[src/hdl/quadrature_encoder_with_button_core_macros.svh]
// Assertion macros for the quadrature encoder with button core.
// Included by the RTL files that carry concurrent checks; depends on nothing.
`ifndef QUADRATURE_ENCODER_WITH_BUTTON_CORE_MACROS_SVH
`define QUADRATURE_ENCODER_WITH_BUTTON_CORE_MACROS_SVH

`ifndef SYNTHESIS
// Same-cycle implication, checked on every rising clock edge out of reset.
`define QEBC_ASSERT_IMPLY(label, clk, rst_n, ante, cons) \
	label: assert property (@(posedge clk) disable iff (!(rst_n)) (ante) |-> (cons)) \
		else $error("qebc check failed: same-cycle implication");
// Next-cycle implication, checked on every rising clock edge out of reset.
`define QEBC_ASSERT_NEXT(label, clk, rst_n, ante, cons) \
	label: assert property (@(posedge clk) disable iff (!(rst_n)) (ante) |=> (cons)) \
		else $error("qebc check failed: next-cycle implication");
`else
`define QEBC_ASSERT_IMPLY(label, clk, rst_n, ante, cons)
`define QEBC_ASSERT_NEXT(label, clk, rst_n, ante, cons)
`endif

`endif

[src/hdl/qebc_pkg.sv]
// Shared types, codes and the quadrature step table for the encoder core.
// Used by the rotary, button and top-level modules; depends on nothing.
package qebc_pkg;

	// Direction codes reported with each result beat.
	localparam logic [1:0] DIR_NONE = 2'd0;
	localparam logic [1:0] DIR_CW   = 2'd1;
	localparam logic [1:0] DIR_CCW  = 2'd2;

	// Sticky click report codes.
	localparam logic [1:0] CLICK_NONE  = 2'd0;
	localparam logic [1:0] CLICK_SHORT = 2'd1;
	localparam logic [1:0] CLICK_LONG  = 2'd2;

	// Configuration register indexes and reset values.
	localparam logic CFG_DEBOUNCE   = 1'b0;
	localparam logic CFG_LONG_CLICK = 1'b1;
	localparam logic [31:0] DEBOUNCE_RST   = 32'd5000;
	localparam logic [31:0] LONG_CLICK_RST = 32'd1000000;

	// Stream widths: fields packed from bit 0 up, padded to whole bytes.
	localparam int IN_BITS  = 35;
	localparam int OUT_BITS = 37;
	localparam int IN_TDATA_W  = ((IN_BITS + 7) / 8) * 8;
	localparam int OUT_TDATA_W = ((OUT_BITS + 7) / 8) * 8;

	typedef struct packed {
		logic [31:0] now_us;
		logic        button_level;
		logic        pin_b;
		logic        pin_a;
	} poll_t;

	typedef struct packed {
		logic [31:0] position;
		logic        step_evt;
		logic [1:0]  direction;
	} rot_res_t;

	typedef struct packed {
		logic [1:0] click_kind;
		logic       click_evt;
	} btn_res_t;

	// Step from the previous AB state to the new one: -1, 0 or +1.
	// A double step, both bits changing, counts as no step.
	function automatic logic signed [1:0] step_lut(input logic [1:0] prev_ab,
		input logic [1:0] new_ab);
		logic signed [1:0] s;
		unique case ({prev_ab, new_ab})
			4'b0001, 4'b0111, 4'b1000, 4'b1110: s = 2'sd1;
			4'b0010, 4'b0100, 4'b1011, 4'b1101: s = -2'sd1;
			default:                            s = 2'sd0;
		endcase
		return s;
	endfunction

endpackage

[src/hdl/quadrature_encoder_with_button_core.sv]
// Quadrature encoder with push button: takes one poll beat (pins A and B, button
// level, microsecond time) per clock and returns one result beat per poll with the
// detent position, an event flag, the direction and a sticky click report. A poll
// enters an input register, passes the step table, phase accumulator and button
// timers combinationally, and lands in the result register, which presents the
// result beat; a new poll is taken every cycle while the result side keeps up.
// While a result waits, one more poll can enter the input register; after that
// the poll side stalls until the waiting result is taken. Configuration writes
// take effect on the next clock and belong to idle periods.
`include "quadrature_encoder_with_button_core_macros.svh"
module quadrature_encoder_with_button_core import qebc_pkg::*; (
	input  logic                   clk,
	input  logic                   arst_n,
	// Configuration write port.
	input  logic                   cfg_we,
	input  logic                   cfg_index,
	input  logic [31:0]            cfg_data,
	// Poll stream.
	input  logic                   s_tvalid,
	output logic                   s_tready,
	// Fields from bit 0: pin_a, pin_b, button_level, now_us[31:0], zero pad.
	input  logic [IN_TDATA_W-1:0]  s_tdata,
	// Result stream.
	output logic                   m_tvalid,
	input  logic                   m_tready,
	// Fields from bit 0: position[31:0], changed, direction[1:0], click_kind[1:0], pad.
	output logic [OUT_TDATA_W-1:0] m_tdata
);

	logic [31:0] debounce_q;
	logic [31:0] long_click_q;

	poll_t    poll_s1;
	logic     valid_s1;
	logic     advance;
	rot_res_t rot_res;
	btn_res_t btn_res;

	logic [31:0] position_q;
	logic        changed_q;
	logic [1:0]  direction_q;
	logic [1:0]  click_q;

	// Configuration registers.
	always_ff @(posedge clk or negedge arst_n) begin
		if (!arst_n) begin
			debounce_q   <= DEBOUNCE_RST;
			long_click_q <= LONG_CLICK_RST;
		end else if (cfg_we) begin
			unique case (cfg_index)
				CFG_DEBOUNCE:   debounce_q   <= cfg_data;
				CFG_LONG_CLICK: long_click_q <= cfg_data;
				default:        ;
			endcase
		end
	end

	// The poll in the input register moves on when the result register is free.
	assign advance  = valid_s1 && (!m_tvalid || m_tready);
	assign s_tready = !valid_s1 || advance;

	always_ff @(posedge clk or negedge arst_n) begin
		if (!arst_n) begin
			valid_s1 <= 1'b0;
		end else if (s_tready) begin
			valid_s1 <= s_tvalid;
		end
	end

	always_ff @(posedge clk) begin
		if (s_tready && s_tvalid) begin
			poll_s1 <= s_tdata[IN_BITS-1:0];
		end
	end

	qebc_rotary u_rotary (
		.clk     (clk),
		.arst_n  (arst_n),
		.advance (advance),
		.pin_a   (poll_s1.pin_a),
		.pin_b   (poll_s1.pin_b),
		.res     (rot_res)
	);

	qebc_button u_button (
		.clk           (clk),
		.arst_n        (arst_n),
		.advance       (advance),
		.button_level  (poll_s1.button_level),
		.now_us        (poll_s1.now_us),
		.debounce_us   (debounce_q),
		.long_click_us (long_click_q),
		.res           (btn_res)
	);

	// Result register.
	always_ff @(posedge clk or negedge arst_n) begin
		if (!arst_n) begin
			m_tvalid <= 1'b0;
		end else if (advance) begin
			m_tvalid <= 1'b1;
		end else if (m_tready) begin
			m_tvalid <= 1'b0;
		end
	end

	always_ff @(posedge clk) begin
		if (advance) begin
			position_q  <= rot_res.position;
			changed_q   <= rot_res.step_evt | btn_res.click_evt;
			direction_q <= rot_res.direction;
			click_q     <= btn_res.click_kind;
		end
	end

	assign m_tdata = {{(OUT_TDATA_W - OUT_BITS){1'b0}},
		click_q, direction_q, changed_q, position_q};

	// A reported direction always comes with the event flag.
	`QEBC_ASSERT_IMPLY(a_dir_changed, clk, arst_n, m_tvalid && (direction_q != DIR_NONE), changed_q)
	// A held poll with a stalled result keeps the poll side closed.
	`QEBC_ASSERT_IMPLY(a_stall_blocks, clk, arst_n, valid_s1 && m_tvalid && !m_tready, !s_tready)
	// A poll that leaves the input register shows up as a result beat.
	`QEBC_ASSERT_NEXT(a_advance_out, clk, arst_n, advance, m_tvalid)

endmodule

[src/hdl/qebc_rotary.sv]
// Rotary part of the encoder core: AB state, phase accumulator and detent counter.
// Depends on qebc_pkg for the step table and direction codes.
module qebc_rotary import qebc_pkg::*; (
	input  logic     clk,
	input  logic     arst_n,
	input  logic     advance,
	input  logic     pin_a,
	input  logic     pin_b,
	output rot_res_t res
);

	logic [1:0]        prev_ab_q;
	logic signed [1:0] phase_q;
	logic [31:0]       count_q;

	logic [1:0]        new_ab;
	logic signed [2:0] phase_sum;
	logic signed [1:0] phase_nxt;
	logic [31:0]       count_nxt;

	// Add the step into the phase and move the counter at plus or minus two.
	always_comb begin
		new_ab    = {pin_a, pin_b};
		phase_sum = 3'(phase_q) + 3'(step_lut(prev_ab_q, new_ab));
		phase_nxt = phase_sum[1:0];
		count_nxt = count_q;
		res.step_evt  = 1'b0;
		res.direction = DIR_NONE;
		if (phase_sum == 3'sd2) begin
			count_nxt     = count_q + 32'd1;
			phase_nxt     = 2'sd0;
			res.step_evt  = 1'b1;
			res.direction = DIR_CW;
		end else if (phase_sum == -3'sd2) begin
			count_nxt     = count_q - 32'd1;
			phase_nxt     = 2'sd0;
			res.step_evt  = 1'b1;
			res.direction = DIR_CCW;
		end
		res.position = count_nxt;
	end

	// State moves only when the poll leaves for the result register.
	always_ff @(posedge clk or negedge arst_n) begin
		if (!arst_n) begin
			prev_ab_q <= 2'b00;
			phase_q   <= 2'sd0;
			count_q   <= 32'd0;
		end else if (advance) begin
			prev_ab_q <= new_ab;
			phase_q   <= phase_nxt;
			count_q   <= count_nxt;
		end
	end

endmodule

[src/hdl/qebc_button.sv]
// Button part of the encoder core: press tracking, long-click and debounced click.
// Depends on qebc_pkg for the click codes.
module qebc_button import qebc_pkg::*; (
	input  logic        clk,
	input  logic        arst_n,
	input  logic        advance,
	input  logic        button_level,
	input  logic [31:0] now_us,
	input  logic [31:0] debounce_us,
	input  logic [31:0] long_click_us,
	output btn_res_t    res
);

	logic        pressed_q;
	logic [31:0] press_start_q;
	logic        long_done_q;
	logic [31:0] last_release_q;
	logic [1:0]  click_q;

	logic        pressed_nxt;
	logic [31:0] press_start_nxt;
	logic        long_done_nxt;
	logic [31:0] last_release_nxt;
	logic [1:0]  click_nxt;
	logic [31:0] held_time;
	logic [31:0] since_release;

	// Press, hold and release decisions; time differences wrap modulo 2^32.
	always_comb begin
		pressed_nxt      = pressed_q;
		press_start_nxt  = press_start_q;
		long_done_nxt    = long_done_q;
		last_release_nxt = last_release_q;
		click_nxt        = click_q;
		res.click_evt    = 1'b0;
		since_release    = now_us - last_release_q;
		if (!button_level) begin
			// A new press starts its hold timer at this poll.
			if (!pressed_q) begin
				pressed_nxt     = 1'b1;
				press_start_nxt = now_us;
				long_done_nxt   = 1'b0;
			end
			held_time = now_us - press_start_nxt;
			if (!long_done_nxt && held_time > long_click_us) begin
				click_nxt     = CLICK_LONG;
				res.click_evt = 1'b1;
				long_done_nxt = 1'b1;
			end
		end else begin
			held_time = now_us - press_start_q;
			if (pressed_q && since_release > debounce_us) begin
				last_release_nxt = now_us;
				if (held_time <= long_click_us) begin
					click_nxt     = CLICK_SHORT;
					res.click_evt = 1'b1;
				end
				pressed_nxt = 1'b0;
			end else begin
				click_nxt = CLICK_NONE;
			end
		end
		res.click_kind = click_nxt;
	end

	always_ff @(posedge clk or negedge arst_n) begin
		if (!arst_n) begin
			pressed_q      <= 1'b0;
			press_start_q  <= 32'd0;
			long_done_q    <= 1'b0;
			last_release_q <= 32'd0;
			click_q        <= CLICK_NONE;
		end else if (advance) begin
			pressed_q      <= pressed_nxt;
			press_start_q  <= press_start_nxt;
			long_done_q    <= long_done_nxt;
			last_release_q <= last_release_nxt;
			click_q        <= click_nxt;
		end
	end

endmodule

[config.mk]
export PLATFORM = sky130hd
export DESIGN_NAME = quadrature_encoder_with_button_core
export DESIGN_NICKNAME = d
export VERILOG_FILES = /design/src/hdl/qebc_pkg.sv /design/src/hdl/quadrature_encoder_with_button_core.sv /design/src/hdl/qebc_rotary.sv /design/src/hdl/qebc_button.sv
export VERILOG_INCLUDE_DIRS = /design/src /design/src/hdl
export SDC_FILE = /design/constraint.sdc
export NUM_CORES = 1
export LEC_CHECK = 0
export BUFFER_PORTS_ARGS = -buffer_cell sky130_fd_sc_hd__buf_2
export CORE_ASPECT_RATIO = 0.8
export CORE_MARGIN = 8
export CORE_UTILIZATION = 45
export CTS_CLUSTER_SIZE = 24
export DETAILED_ROUTE_END_ITERATION = 10
export GPL_TIMING_DRIVEN = 0
export PLACE_DENSITY = 0.7
export SYNTH_ARGS = -nofsm -noshare
export SYNTH_HDL_FRONTEND = slang
export SYNTH_HIERARCHICAL = 1
export SYNTH_SLANG_ARGS = --single-unit
export TNS_END_PERCENT = 10
[constraint.sdc]
create_clock -name clk -period 6.9 [get_ports clk]
set_input_delay 0.69 -clock clk [delete_from_list [all_inputs] [get_ports clk]]
set_output_delay 0.69 -clock clk [all_outputs]
set_load 0.05 [all_outputs]
; ---- Word level (Yosys, flattened, before mapping)
; Memory sizes are Yosys's and may differ from the RTL's.
; Cells that the tools add are included.
; Widths: inputs -> output; s select.
[op_classes]
add_sub_neg = 6
n_lt_le_gt_ge = 3
eq_ne = 3
muxes = 23
n_bitwise = 3
reduce_logical = 15
[ops]
columns = op, n
row1 = $mux 32, 4
row2 = $sub 32x32->32, 3
row3 = $gt 32x32->1, 2
row4 = $add 32x1->32 const B, 1
row5 = $le 32x32->1, 1
row6 = $sub 32x1->32 const B, 1
row7 = $mux 2, 6
row8 = $mux 1, 11
row9 = $reduce_and 2->1, 4
row10 = $mux 3, 2
row11 = $logic_and 1x1->1, 4
row12 = $add 2x2->3, 1
row13 = $eq 3x2->1 const B, 1
row14 = $eq 3x3->1 const B, 1
row15 = $logic_not 1->1, 3
row16 = $reduce_and 3->1, 1
row17 = $logic_or 1x1->1, 2
row18 = $ne 2x1->1 const B, 1
row19 = $not 1->1, 2
row20 = $reduce_bool 2->1, 1
row21 = $or 1x1->1, 1
[word_totals]
ff_bits = 242
mem_bits_ro = 32
inputBits = 78
output_inout_bits = 42
memories = 1
[memory_table]
columns = memory, words, word_bits, rd, rd_clocked_by_memory_dff, write_ports, line_no
row1 = (name not given), 16, 2, 1, 0, 0, qebc_pkg.sv:50  ; unique case ({prev_ab, new_ab})

; ---- Longest topological paths before layout
[logic_depth]
ltp_word = 8
ltp_mapped = 26

; ---- Modules after synthesis
; Netlist, hierarchy kept.
[modules_own_cells]
columns = module, instances, cells_per_inst, area_per_inst_um2, seq_area_each_um2
row1 = qebc_button, 1, 1211, 9869.5, 1701.6
row2 = quadrature_encoder_with_button_core, 1, 223, 4732.0, 3828.7
row3 = qebc_rotary, 1, 334, 2911.5, 900.9

; ---- Worst setup path after synthesis
; Ideal clock, no wire load.
[synth_path]
path_type = register to register
start = reg u_button.pressed_q
end = reg changed_q, data pin
setup_ns = 0.262
arrival_time_ns = 5.123
path_slack_ns = 1.515
path_stages_with_launch = 25
path_buffers = 2
cell_sequence = dfrtp_1 > buf_1 > clkbuf_1 > nand2_1 > o21ai_0 > ha_1 > inv_1 > fa_1 > a21oi_1 > o2bb2ai_1 > nor4_4 > o31ai_2 > a311o_1 > a31o_1 > a41oi_2 > mux2i_1 > or4_1 > ha_1 > nand4_1 > inv_1 > a221oi_1 > nand2_1 > nand3_1 > o22ai_1 > or2_2
[synth_lines]
columns = item, line_no
row1 = from (decl), qebc_button.sv:14  ; logic pressed_q;
row2 = from (signal assigned), qebc_button.sv:74  ; pressed_q <= pressed_nxt;
row3 = to (signal assigned), quadrature_encoder_with_button_core.sv:110  ; changed_q <= rot_res.step_evt | btn_res.click_evt;
row4 = to (decl), quadrature_encoder_with_button_core.sv:40  ; logic changed_q;

==> summary.txt <==
Status
  – Outcome: complete, no violations

Critical path
  – Buf/Inv on CP: 4
  – Crit Path Max Fanout: 10
  – Critical path type: reg -> reg
  – Cell family with most CP delay: compound AO/OA/AOI/OAI gates
  – Worst path slowest cell: clkbuf_1
  – CP Launch Type: register
  – Crit-path cells: buf_1 > clkbuf_1 > nand2_1 > o21ai_0 > ha_1 > inv_1 > fa_1 > a21oi_1 > o2bb2ai_1 > nor4_4 > o31ai_2 > a311o_1 > a31o_1 > a41oi_2 > mux2i_1 > or4_1 > ha_1 > nand4_1 > inv_1 > a221oi_1 > nand2_1 > nand3_1 > o22ai_1 > or2_2
  – R2r endpoint: changed_q
  – Reg2reg setup slack: 420 ps
  – Worst EP arrival: around 6800 ps
  – R2R depth: 24
  – Crit end category: register
  – Crit path largest cell delay: 650 ps
  – FF-to-FF Start: u_button/pressed_q
  – Required time worst endpoint: 7210 ps

Global routing
  – Initial antenna violation count: 1
  – Global route overflow: 0
  – First-pass GRT wire length: 72700 µm
  – Pin count of the biggest net entering global routing: 103
  – Number of global-route vias before repair: 13700
  – Gr usage total: 0.196

Clocking
  – Clock transition at path regs: 70 ps
  – TritonCTS clock tree: done
  – Clk root buf: clkbuf_16
  – Clock Sinks: approximately 240
  – CTS max path bufs: 3
  – CTS H-Tree Depth: 1
  – Worst-Skew Late Latency: 560 ps
  – Postcts setup bufs: 0
  – CTS buffer count: 26

STA
  – Peak Freq: 154 MHz
  – Final setup fails: 0
  – Hold_ws: 142 ps
  – Fin crit share: 0.939
  – Worst rel slew slack: 0.387
  – Final slew viol count: 0
  – Unrepaired setup endpoints after global routing: no
  – Slew @ Worst Pin: 906 ps
  – Final TNS setup: 0 ps
  – Fin Clk Skew: 18.5 ps
  – Tmin final: between 6000 and 7000 ps
  – Fin. Hold Viols: 0

Logic synthesis
  – Post-Syn Area: 0.0175 mm²
  – Post-synth ARST share: 0.702
  – Yosys reg bits: around 240
  – Top_reg_cell synth: dfrtp_1
  – EDFF count, synth: 72
  – Avg Inst Size Synth: 9.91 µm²
  – Synth top area cells: dfrtp_1 (23%), ha_1 (14%), edfxtp_1 (12%)
  – Leading area contributor after synthesis: dfrtp_1
  – Yosys top cell area share: 0.226
  – Mapped Cells: approximately 1800
  – Synthesis warning total: 6
  – Sequential area share after synthesis: 0.367
  – Distinct cells, synth: 87

Floorplan
  – Die Ht: roughly 190 µm
  – Starting Density: 0.458
  – Row cnt: 64
  – Core area: 0.0383 mm²
  – Width of the die: 237 µm
  – I/O Pins: 120
  – Die Area: approximately 0.046 mm²

Cells and area
  – Layout Nets: 2191
  – Most common cell after layout, fill and taps aside: ha_1
  – Post-layout util: 0.513
  – Layout cell share with drive strength beyond 1: 0.146
  – Area grow syn2layout: 12.1%
  – Diodes inserted: 0
  – Layout filler cell count: about 3500
  – Commonest non-fill, non-tap cells in the layout: ha_1 (197), inv_1 (164), dfrtp_1 (158)

Flow run
  – Max Cap Viol: 0

Routing
  – Total number of vias: 13800
  – # DRC: 0
  – Drt initial violations: 1058
  – Vias/cell: 5.69
  – Antenna Nets Post-Route: 0
  – Routed Wire Length: 45300 µm
  – DR pass1 iterations: 5
  – Routed len/inst: 18.6 µm

Worst hold path
  – Hold/Removal Path Class: in -> async

Placement
  – Final HPWL DP: 35500 µm
  – Port buffer count: 111
  – Final Wtd Congestion: 0.922

Power
  – Tot Pwr: approximately 9.7 mW
  – PD cells: ~490 mW/mm²
  – VDD IR max: 0.339 mV
  – Leakage: 9.15 nW
-- logic make-up (layout without fill, tap and decap cells) --
kind of cell / Yosys count / count (layout) / share of synthesized area
other: 1 / 3 / 0.000214
DFF: 242 / 242 / 0.367
AOI/OAI and AO/OA: 404 / 404 / 0.150
buffers and inverters: 224 / 386 / 0.0527
adders and majority gates: 201 / 201 / 0.145
xor gates and xnor gates: 139 / 139 / 0.0695
muxes: 136 / 136 / 0.0874
and+or+nand+nor: 421 / 421 / 0.127
-- area by class of cell --
| class | instances | area (µm²) | area share |
|---|---|---|---|
| multi-input combinational | 1304 | 10200 | 0.518 |
| sequential | 242 | 6430 | 0.327 |
| clock buffer | 38 | 696 | 0.0354 |
| timing repair buffer | 114 | 633 | 0.0322 |
| inverter | 165 | 619 | 0.0315 |
| tap | 495 | 619 | 0.0315 |
| buffer | 59 | 303 | 0.0154 |
| clock inverter | 10 | 159 | 0.00809 |
-- synth_stat cells (6+ instances only) --
cell and count:
mux2i_1 34, a211oi_1 7, nand3_1 39, nor3_1 21, a21oi_1 95, edfxtp_1 72, nand2b_1 19, and4_1 9
mux2_4 8, o21ai_0 100, and2_1 8, o21ai_1 8, o211ai_1 14, buf_2 11, or3_1 16, inv_1 164
o21a_1 18, a31oi_1 10, o21bai_1 9, mux2_1 31, dfrtp_1 158, and3_1 13, xor2_1 46, o31ai_1 6
xnor2_1 93, a21o_1 74, clkbuf_1 34, nor2_1 65, ha_1 197, nor4_1 15, mux2_2 62, nor2b_1 20
a21boi_0 6, o22ai_1 6, dfstp_2 12, or4_1 7, nand4_1 45, nand3b_1 7, nand2_1 114
-- state kept, by name (all words and copies together) (netlist names) --
register	count
long_click_q	32
u_rotary/count_q	32
u_button/long_done_q	1
u_rotary/phase_q	2
changed_q	1
debounce_q	32
poll_s1	35
direction_q	2
u_button/press_start_q	32
u_button/last_release_q	32
u_rotary/prev_ab_q	2
u_button/click_q	2
m_tvalid	1
valid_s1	1
u_button/pressed_q	1
position_q	32
click_q	2
-- stage by stage --
step | std cells | setup slack [ps] | cell area (µm²)
2_1_floorplan | 1770 | 1510 | 17500
3_3_place_gp | 2376 | 279 | 18700
3_5_place_dp | 2379 | 193 | 18800
4_1_cts | 2427 | 154 | 19600
5_1_grt | 2427 | 39.1 | 19600
6_report | 2427 | 423 | 19600
-- what timing repair did --
item | CTS | global route
setup endpoints to repair | 0 | 30
resized for setup | 0 | 2
hold buffers | 0 | 0
-- metal layers --
metal,track usage,wire length (µm)
met3,0.0387,3190
met4,0.0508,1090
met2,0.298,19000
met5,0,10
met1,0.283,22000
-- worst max path at each step --
stage,cells past startpoint,startpoint,end
global route,24,u_button/pressed_q,changed_q
CTS,20,poll_s1[17],u_button/last_release_q[18]
detailed placement,20,poll_s1[17],u_button/last_release_q[26]
global placement,20,poll_s1[17],u_button/last_release_q[24]
finish,24,u_button/pressed_q,changed_q
floorplan,24,u_button/pressed_q,changed_q
-- worst reg2reg max path, cell delays in order (launching register included) --
cell	delay (ps)
dfrtp_1	390
buf_1	410
clkbuf_1	650
nand2_1	90
o21ai_0	110
ha_1	200
inv_1	60
fa_1	440
a21oi_1	200
o2bb2ai_1	160
nor4_4	190
o31ai_2	150
a311o_1	300
a31o_1	270
a41oi_2	310
mux2i_1	110
or4_1	550
ha_1	310
nand4_1	140
inv_1	60
a221oi_1	370
nand2_1	120
nand3_1	140
o22ai_1	170
or2_2	330
-- power breakdown --
group	switching (mW)	internal, mW	total [mW]	leakage (nW)
sequential	0.250	1.95	2.20	2.76
clock	0.592	0.849	1.44	0.413
combinational	3.53	2.50	6.04	5.98
Power figures use the tool's default switching activity.
